File: config.mk
export PLATFORM = sky130hd
export DESIGN_NAME = cube_map_face_select
export DESIGN_NICKNAME = d
export VERILOG_FILES = /design/src/hdl/cmfs_pkg.sv /design/src/hdl/cmfs_front.sv /design/src/hdl/cmfs_div_cell.sv /design/src/hdl/cube_map_face_select.sv
export SDC_FILE = /design/constraint.sdc
export NUM_CORES = 2
export LEC_CHECK = 0
export ABC_CLOCK_PERIOD_IN_PS = 10460
export BUFFER_PORTS_ARGS = -buffer_cell sky130_fd_sc_hd__buf_2
export CAP_MARGIN = 10
export CORE_MARGIN = 5
export CORE_UTILIZATION = 38
export CTS_CLUSTER_DIAMETER = 40
export CTS_CLUSTER_SIZE = 12
export DETAILED_ROUTE_END_ITERATION = 10
export SETUP_SLACK_MARGIN = 0.3
export SYNTH_ARGS = -nofsm -noshare
export SYNTH_HDL_FRONTEND = slang
export SYNTH_HIERARCHICAL = 1
export SYNTH_SLANG_ARGS = --single-unit
export TNS_END_PERCENT = 20
File: constraint.sdc
create_clock -name clk -period 10.46 [get_ports clk]
set_clock_uncertainty 0.05 [all_clocks]
set_input_delay 1.569 -clock clk [delete_from_list [all_inputs] [get_ports clk]]
set_output_delay 1.569 -clock clk [all_outputs]
set_load 0.01 [all_outputs]
File: src/hdl/cmfs_pkg.sv
package cmfs_pkg;

	localparam int COORD_FRAC_BITS = 16;
	localparam int QW = COORD_FRAC_BITS + 1;
	localparam int DW = 17;
	localparam int RW = 18;
	localparam int TEX_W = 17;

	localparam logic [2:0] FACE_POS_X = 3'd0;
	localparam logic [2:0] FACE_NEG_X = 3'd1;
	localparam logic [2:0] FACE_POS_Y = 3'd2;
	localparam logic [2:0] FACE_NEG_Y = 3'd3;
	localparam logic [2:0] FACE_POS_Z = 3'd4;
	localparam logic [2:0] FACE_NEG_Z = 3'd5;

	localparam logic [TEX_W-1:0] TEX_HALF = TEX_W'(64'd1 << (COORD_FRAC_BITS - 1));

	typedef struct packed {
		logic [2:0]    face;
		logic          zero;
		logic [DW-1:0] den;
		logic [RW-1:0] rem_u;
		logic [RW-1:0] rem_v;
		logic [QW-1:0] quo_u;
		logic [QW-1:0] quo_v;
	} cmfs_item_t;

endpackage

File: src/hdl/cmfs_front.sv
module cmfs_front (
	input  logic                clk,
	input  logic                arst_n,
	input  logic                in_valid,
	output logic                in_ready,
	input  logic [15:0]         dir_x,
	input  logic [15:0]         dir_y,
	input  logic [15:0]         dir_z,
	output logic                out_valid,
	input  logic                out_ready,
	output cmfs_pkg::cmfs_item_t out_item
);

	logic signed [16:0] xe, ye, ze;
	logic [16:0] ax, ay, az;
	logic signed [16:0] su, sv;
	logic [16:0] ma;
	logic [2:0] face_w;
	logic zero_w;
	logic signed [17:0] nu_w, nv_w;
	logic [16:0] nu, nv, den_w;
	logic bu, bv;
	logic valid_s1;
	cmfs_pkg::cmfs_item_t item_s1;
	cmfs_pkg::cmfs_item_t item_w;

	always_comb begin
		xe = {dir_x[15], dir_x};
		ye = {dir_y[15], dir_y};
		ze = {dir_z[15], dir_z};
		ax = xe[16] ? 17'(-xe) : 17'(xe);
		ay = ye[16] ? 17'(-ye) : 17'(ye);
		az = ze[16] ? 17'(-ze) : 17'(ze);
		zero_w = (ax == 17'd0) && (ay == 17'd0) && (az == 17'd0);
		if (zero_w) begin
			face_w = cmfs_pkg::FACE_NEG_Z;
			ma = 17'd1;
			su = '0;
			sv = '0;
		end else if ((ax >= ay) && (ax >= az)) begin
			ma = ax;
			sv = -ye;
			if (!xe[16] && (xe != 17'sd0)) begin
				face_w = cmfs_pkg::FACE_POS_X;
				su = -ze;
			end else begin
				face_w = cmfs_pkg::FACE_NEG_X;
				su = ze;
			end
		end else if (ay >= az) begin
			ma = ay;
			su = xe;
			if (!ye[16] && (ye != 17'sd0)) begin
				face_w = cmfs_pkg::FACE_POS_Y;
				sv = ze;
			end else begin
				face_w = cmfs_pkg::FACE_NEG_Y;
				sv = -ze;
			end
		end else begin
			ma = az;
			sv = -ye;
			if (!ze[16] && (ze != 17'sd0)) begin
				face_w = cmfs_pkg::FACE_POS_Z;
				su = xe;
			end else begin
				face_w = cmfs_pkg::FACE_NEG_Z;
				su = -xe;
			end
		end
		nu_w = $signed({su[16], su}) + $signed({1'b0, ma});
		nv_w = $signed({sv[16], sv}) + $signed({1'b0, ma});
		nu = nu_w[16:0];
		nv = nv_w[16:0];
		den_w = {ma[15:0], 1'b0};
		bu = (nu >= den_w);
		bv = (nv >= den_w);
		item_w.face = face_w;
		item_w.zero = zero_w;
		item_w.den = den_w;
		item_w.rem_u = bu ? '0 : {1'b0, nu};
		item_w.rem_v = bv ? '0 : {1'b0, nv};
		item_w.quo_u = {{(cmfs_pkg::QW-1){1'b0}}, bu};
		item_w.quo_v = {{(cmfs_pkg::QW-1){1'b0}}, bv};
	end

	assign in_ready = !valid_s1 || out_ready;

	always_ff @(posedge clk or negedge arst_n) begin
		if (!arst_n) begin
			valid_s1 <= 1'b0;
		end else if (in_ready) begin
			valid_s1 <= in_valid;
		end
	end

	always_ff @(posedge clk) begin
		if (in_ready && in_valid) begin
			item_s1 <= item_w;
		end
	end

	assign out_valid = valid_s1;
	assign out_item = item_s1;

endmodule

File: src/hdl/cmfs_div_cell.sv
module cmfs_div_cell (
	input  logic                 clk,
	input  logic                 arst_n,
	input  logic                 in_valid,
	output logic                 in_ready,
	input  cmfs_pkg::cmfs_item_t in_item,
	output logic                 out_valid,
	input  logic                 out_ready,
	output cmfs_pkg::cmfs_item_t out_item
);

	logic [cmfs_pkg::RW-1:0] ru2, rv2, dext;
	logic bu, bv;
	logic valid_q;
	cmfs_pkg::cmfs_item_t item_q;
	cmfs_pkg::cmfs_item_t item_w;

	always_comb begin
		dext = {1'b0, in_item.den};
		ru2 = {in_item.rem_u[cmfs_pkg::RW-2:0], 1'b0};
		rv2 = {in_item.rem_v[cmfs_pkg::RW-2:0], 1'b0};
		bu = (ru2 >= dext);
		bv = (rv2 >= dext);
		item_w = in_item;
		item_w.rem_u = bu ? (ru2 - dext) : ru2;
		item_w.rem_v = bv ? (rv2 - dext) : rv2;
		item_w.quo_u = {in_item.quo_u[cmfs_pkg::QW-2:0], bu};
		item_w.quo_v = {in_item.quo_v[cmfs_pkg::QW-2:0], bv};
	end

	assign in_ready = !valid_q || out_ready;

	always_ff @(posedge clk or negedge arst_n) begin
		if (!arst_n) begin
			valid_q <= 1'b0;
		end else if (in_ready) begin
			valid_q <= in_valid;
		end
	end

	always_ff @(posedge clk) begin
		if (in_ready && in_valid) begin
			item_q <= item_w;
		end
	end

	assign out_valid = valid_q;
	assign out_item = item_q;

endmodule

File: src/hdl/cube_map_face_select.sv
// Channel  Handshake            Payload
// request  in_valid, in_stall   dir_x, dir_y, dir_z
// result   out_valid, out_stall face, tex_u, tex_v, zero_vector
//
// One request is accepted every cycle while in_stall is low.
// Each request passes the axis select stage and then one restoring division cell per fraction bit.
// Reset clears only the valid bit of every stage.
// A stalled result holds its stage; earlier stages keep filling any empty slots ahead of them.
module cube_map_face_select (
	input  logic        clk,
	input  logic        arst_n,
	input  logic        in_valid,
	output logic        in_stall,
	input  logic [15:0] dir_x,
	input  logic [15:0] dir_y,
	input  logic [15:0] dir_z,
	output logic        out_valid,
	input  logic        out_stall,
	output logic [2:0]  face,
	output logic [16:0] tex_u,
	output logic [16:0] tex_v,
	output logic        zero_vector
);

	localparam int NC = cmfs_pkg::COORD_FRAC_BITS;

	logic front_ready;
	logic [NC:0] stg_valid;
	logic [NC:0] stg_ready;
	cmfs_pkg::cmfs_item_t stg_item [NC+1];

	cmfs_front u_front (
		.clk      (clk),
		.arst_n   (arst_n),
		.in_valid (in_valid),
		.in_ready (front_ready),
		.dir_x    (dir_x),
		.dir_y    (dir_y),
		.dir_z    (dir_z),
		.out_valid(stg_valid[0]),
		.out_ready(stg_ready[0]),
		.out_item (stg_item[0])
	);

	for (genvar i = 0; i < NC; i++) begin : g_cell
		cmfs_div_cell u_cell (
			.clk      (clk),
			.arst_n   (arst_n),
			.in_valid (stg_valid[i]),
			.in_ready (stg_ready[i]),
			.in_item  (stg_item[i]),
			.out_valid(stg_valid[i+1]),
			.out_ready(stg_ready[i+1]),
			.out_item (stg_item[i+1])
		);
	end

	assign stg_ready[NC] = !out_stall;
	assign in_stall = !front_ready;

	assign out_valid = stg_valid[NC];
	assign face = stg_item[NC].face;
	assign zero_vector = stg_item[NC].zero;
	assign tex_u = cmfs_pkg::TEX_W'(stg_item[NC].quo_u);
	assign tex_v = cmfs_pkg::TEX_W'(stg_item[NC].quo_v);

endmodule

==> impl_results.md <==
* Flop pwr share at 29.4%
* P_int at 18.3 mW
* CTS tree: built
* Final global-route overflow total at 0
* Initial antenna violation count at 6
* Via count at 55900
* Fin area at 0.0870 sq mm
* Final ANT Viol Nets at 0
* H-tree levels at 4
* DRT iter0 DRCs at 4633
* TritonCTS Buffers at 203
* First-pass GRT wire length at 327 mm
* Mean post-synth cell area at 10.8 sq um
* PostCTS Resize Cnt at 0
* Std-Cell Rows at 164
* # DRC at 0
* CP Capture Type: flip-flop
* Die Y at 459 um
* Largest net degree at the start of global routing at 68
* Die W at 459 um
* Core area at 0.200 sq mm
* Combinational Power Share at 50.0%
* Syn Inst Count at 7079
* DRT Wirelength at 217 mm
* Max Freq at 107 MHz
* Pwr/cell area at 360 mW/mm^2
* Setup bufs post-CTS at 0
* Via density at 5.52
* Critical path buffer and inverter count at 5
* Gr busiest metal: met2
* Worst path top cell family by delay: simple AND/OR/NAND/NOR gates
* Clk slew on worst S/H paths at 0.06 ns
* GRT met3 Usage at 2.72%
* RSZ-0062 raised after global routing: no
* Overall routing resource usage at 20.0%
* Post-route insts no fill at 10100
* Slew HR at 30.1%
* Synthesized area at 0.0765 sq mm
* Hold Crit Class: reg -> reg
* Leak at 34.4 nW
* Slowest CP cell: nor4_1
* Vias in the first global route at 53700
* Critical path fanouts, max at 8
* Total Power at 31.3 mW
* Worst Path Arrival at 9.81 ns
* Grt met2 use at 31.7%
* Net Sw Power at 13.0 mW
* Max Cap Violations at 0
* GP Congestion at 0.942
* Nets at 8037
* Final HPWL DP at 171 mm
* Yosys warns at 6
* Syn Nets at 7824
* DP Area at 0.0802 sq mm
* Net Sw Frac at 41.5%
* CTS hold repair buffers at 0
* Root Buffer: clkbuf_16
* Tmin final at 9.30 ns
* Worst Setup Path Type: in -> reg
* Clock sink total at 1206
* Die ar. at 0.210 sq mm
* Outcome: finished, final reports clean
* Starting Density at 38.3%
* Met1 usage at 28.7%
* Hold Fails Final Rpt at 0
* Later-pin clock latency in the skew report at 0.83 ns
* Fill cells at 18800
* Top Ports at 92
* Mean routed wirelength per cell at 21.4 um
* Maximum VDD drop at 0.275 mV
* Count of pins over their slew limit at 0
* IO Port Bufs at 91
* Share of cells above drive strength 1 at 10.4%
* DR pass1 iterations at 5
* Clock power share at 20.7%
* Final setup vio count at 0
* Worst Setup Start Kind: primary input
* Placed Instances at 9743
* CP max stage delay at 0.60 ns
* Setup TNS Final at 0 ns
* Data required, critical path at 10.97 ns
* Bufs on Longest Clock Path at 3
* Area Overhead vs Synth at 13.8%
* WHS at 0.328 ns
* Worst-margin pin slew at 1.05 ns
* Final period utilization at 88.9%
[cells in the final DEF (no fill, tap or decap), drive strengths merged, types with 195 or more instances in the layout]
master  count
nand2     413
buf       195
inv       550
a21oi     609
xnor2     214
xor2      245
edfxtp   1189
nor2      566
o21ai     323
ha        659
clkbuf    218
a21o      195
[flip-flops by register name (all words and copies together) (netlist names)]
name,count
g_cell.u_cell/out_valid,16
u_front/out_item,56
g_cell.u_cell/out_item,1133
u_front/out_valid,1
[worst paths after layout]
check | cells after the start | slack (ns) | from | end
setup / recovery | 34 | 1.16 | dir_z[0] | u_front/out_item[66]
setup reg to reg | 19 | 6.07 | g_cell[15].u_cell/out_valid | u_front/out_item[59]
min in group asynchronous | 1 | 0.66 | arst_n | g_cell[12].u_cell/out_valid
max in group asynchronous | 1 | 9.31 | arst_n | g_cell[0].u_cell/out_valid
hold / removal | 0 | 0.33 | g_cell[8].u_cell/out_item[89] | g_cell[9].u_cell/out_item[89]
hold reg to reg | 0 | 0.33 | g_cell[8].u_cell/out_item[89] | g_cell[9].u_cell/out_item[89]
[worst register-to-register path, stage by stage (launching register included)]
cell,delay [ns]
dfrtp_1,0.34
nand2b_1,0.09
nand2b_1,0.18
nand2b_1,0.19
nand2b_1,0.23
nand2b_1,0.23
nand2b_1,0.20
nand2b_1,0.19
nand2b_1,0.18
nand2b_1,0.18
nand2b_1,0.18
nand2b_1,0.18
nand2b_1,0.17
nand2b_1,0.17
nand2b_1,0.17
nand2b_1,0.17
nand2b_1,0.17
nand2b_1,0.17
and2_2,0.21
buf_4,0.35
[cell type report]
cell class	count	area, sq um	area share (%)
repair buffers	195	1260	1.45
well taps	2656	3320	3.82
diodes	3	7.51	0.00863
clock buffers	218	5200	5.98
multi-input cells	5183	37500	43.2
clock inverters	163	1620	1.86
inverters	503	1890	2.17
flip-flops and latches	1206	36100	41.5
[power groups by stage]
stage	Sequential, mW	Clock [mW]	Combinational [mW]
after CTS	9.22	6.62	15.5
final	9.20	6.46	15.6
after floorplan	8.68	0	11.7
after global placement	9.29	0	15.3
after detailed placement	9.29	0	15.4
after global routing	9.33	6.87	17.3
[per-stage QoR]
| stage | utilization, % | setup slack (ns) |
|---|---|---|
| after global routing | 43.5 | 0.727 |
| final | 43.5 | 1.16 |
| after detailed placement | 40.1 | 0.461 |
| after CTS | 43.5 | 1.31 |
| after floorplan | - | 1.10 |
| after global placement | 40.1 | 0.509 |
[layer usage]
metal  vias to the layer above  wire [um]
met2                      1552      97700
met1                     27200     102000
li1                      26900          -
met5                         -          0
met3                       298      10800
met4                         0       5850
(Power assumes the default switching activity.)
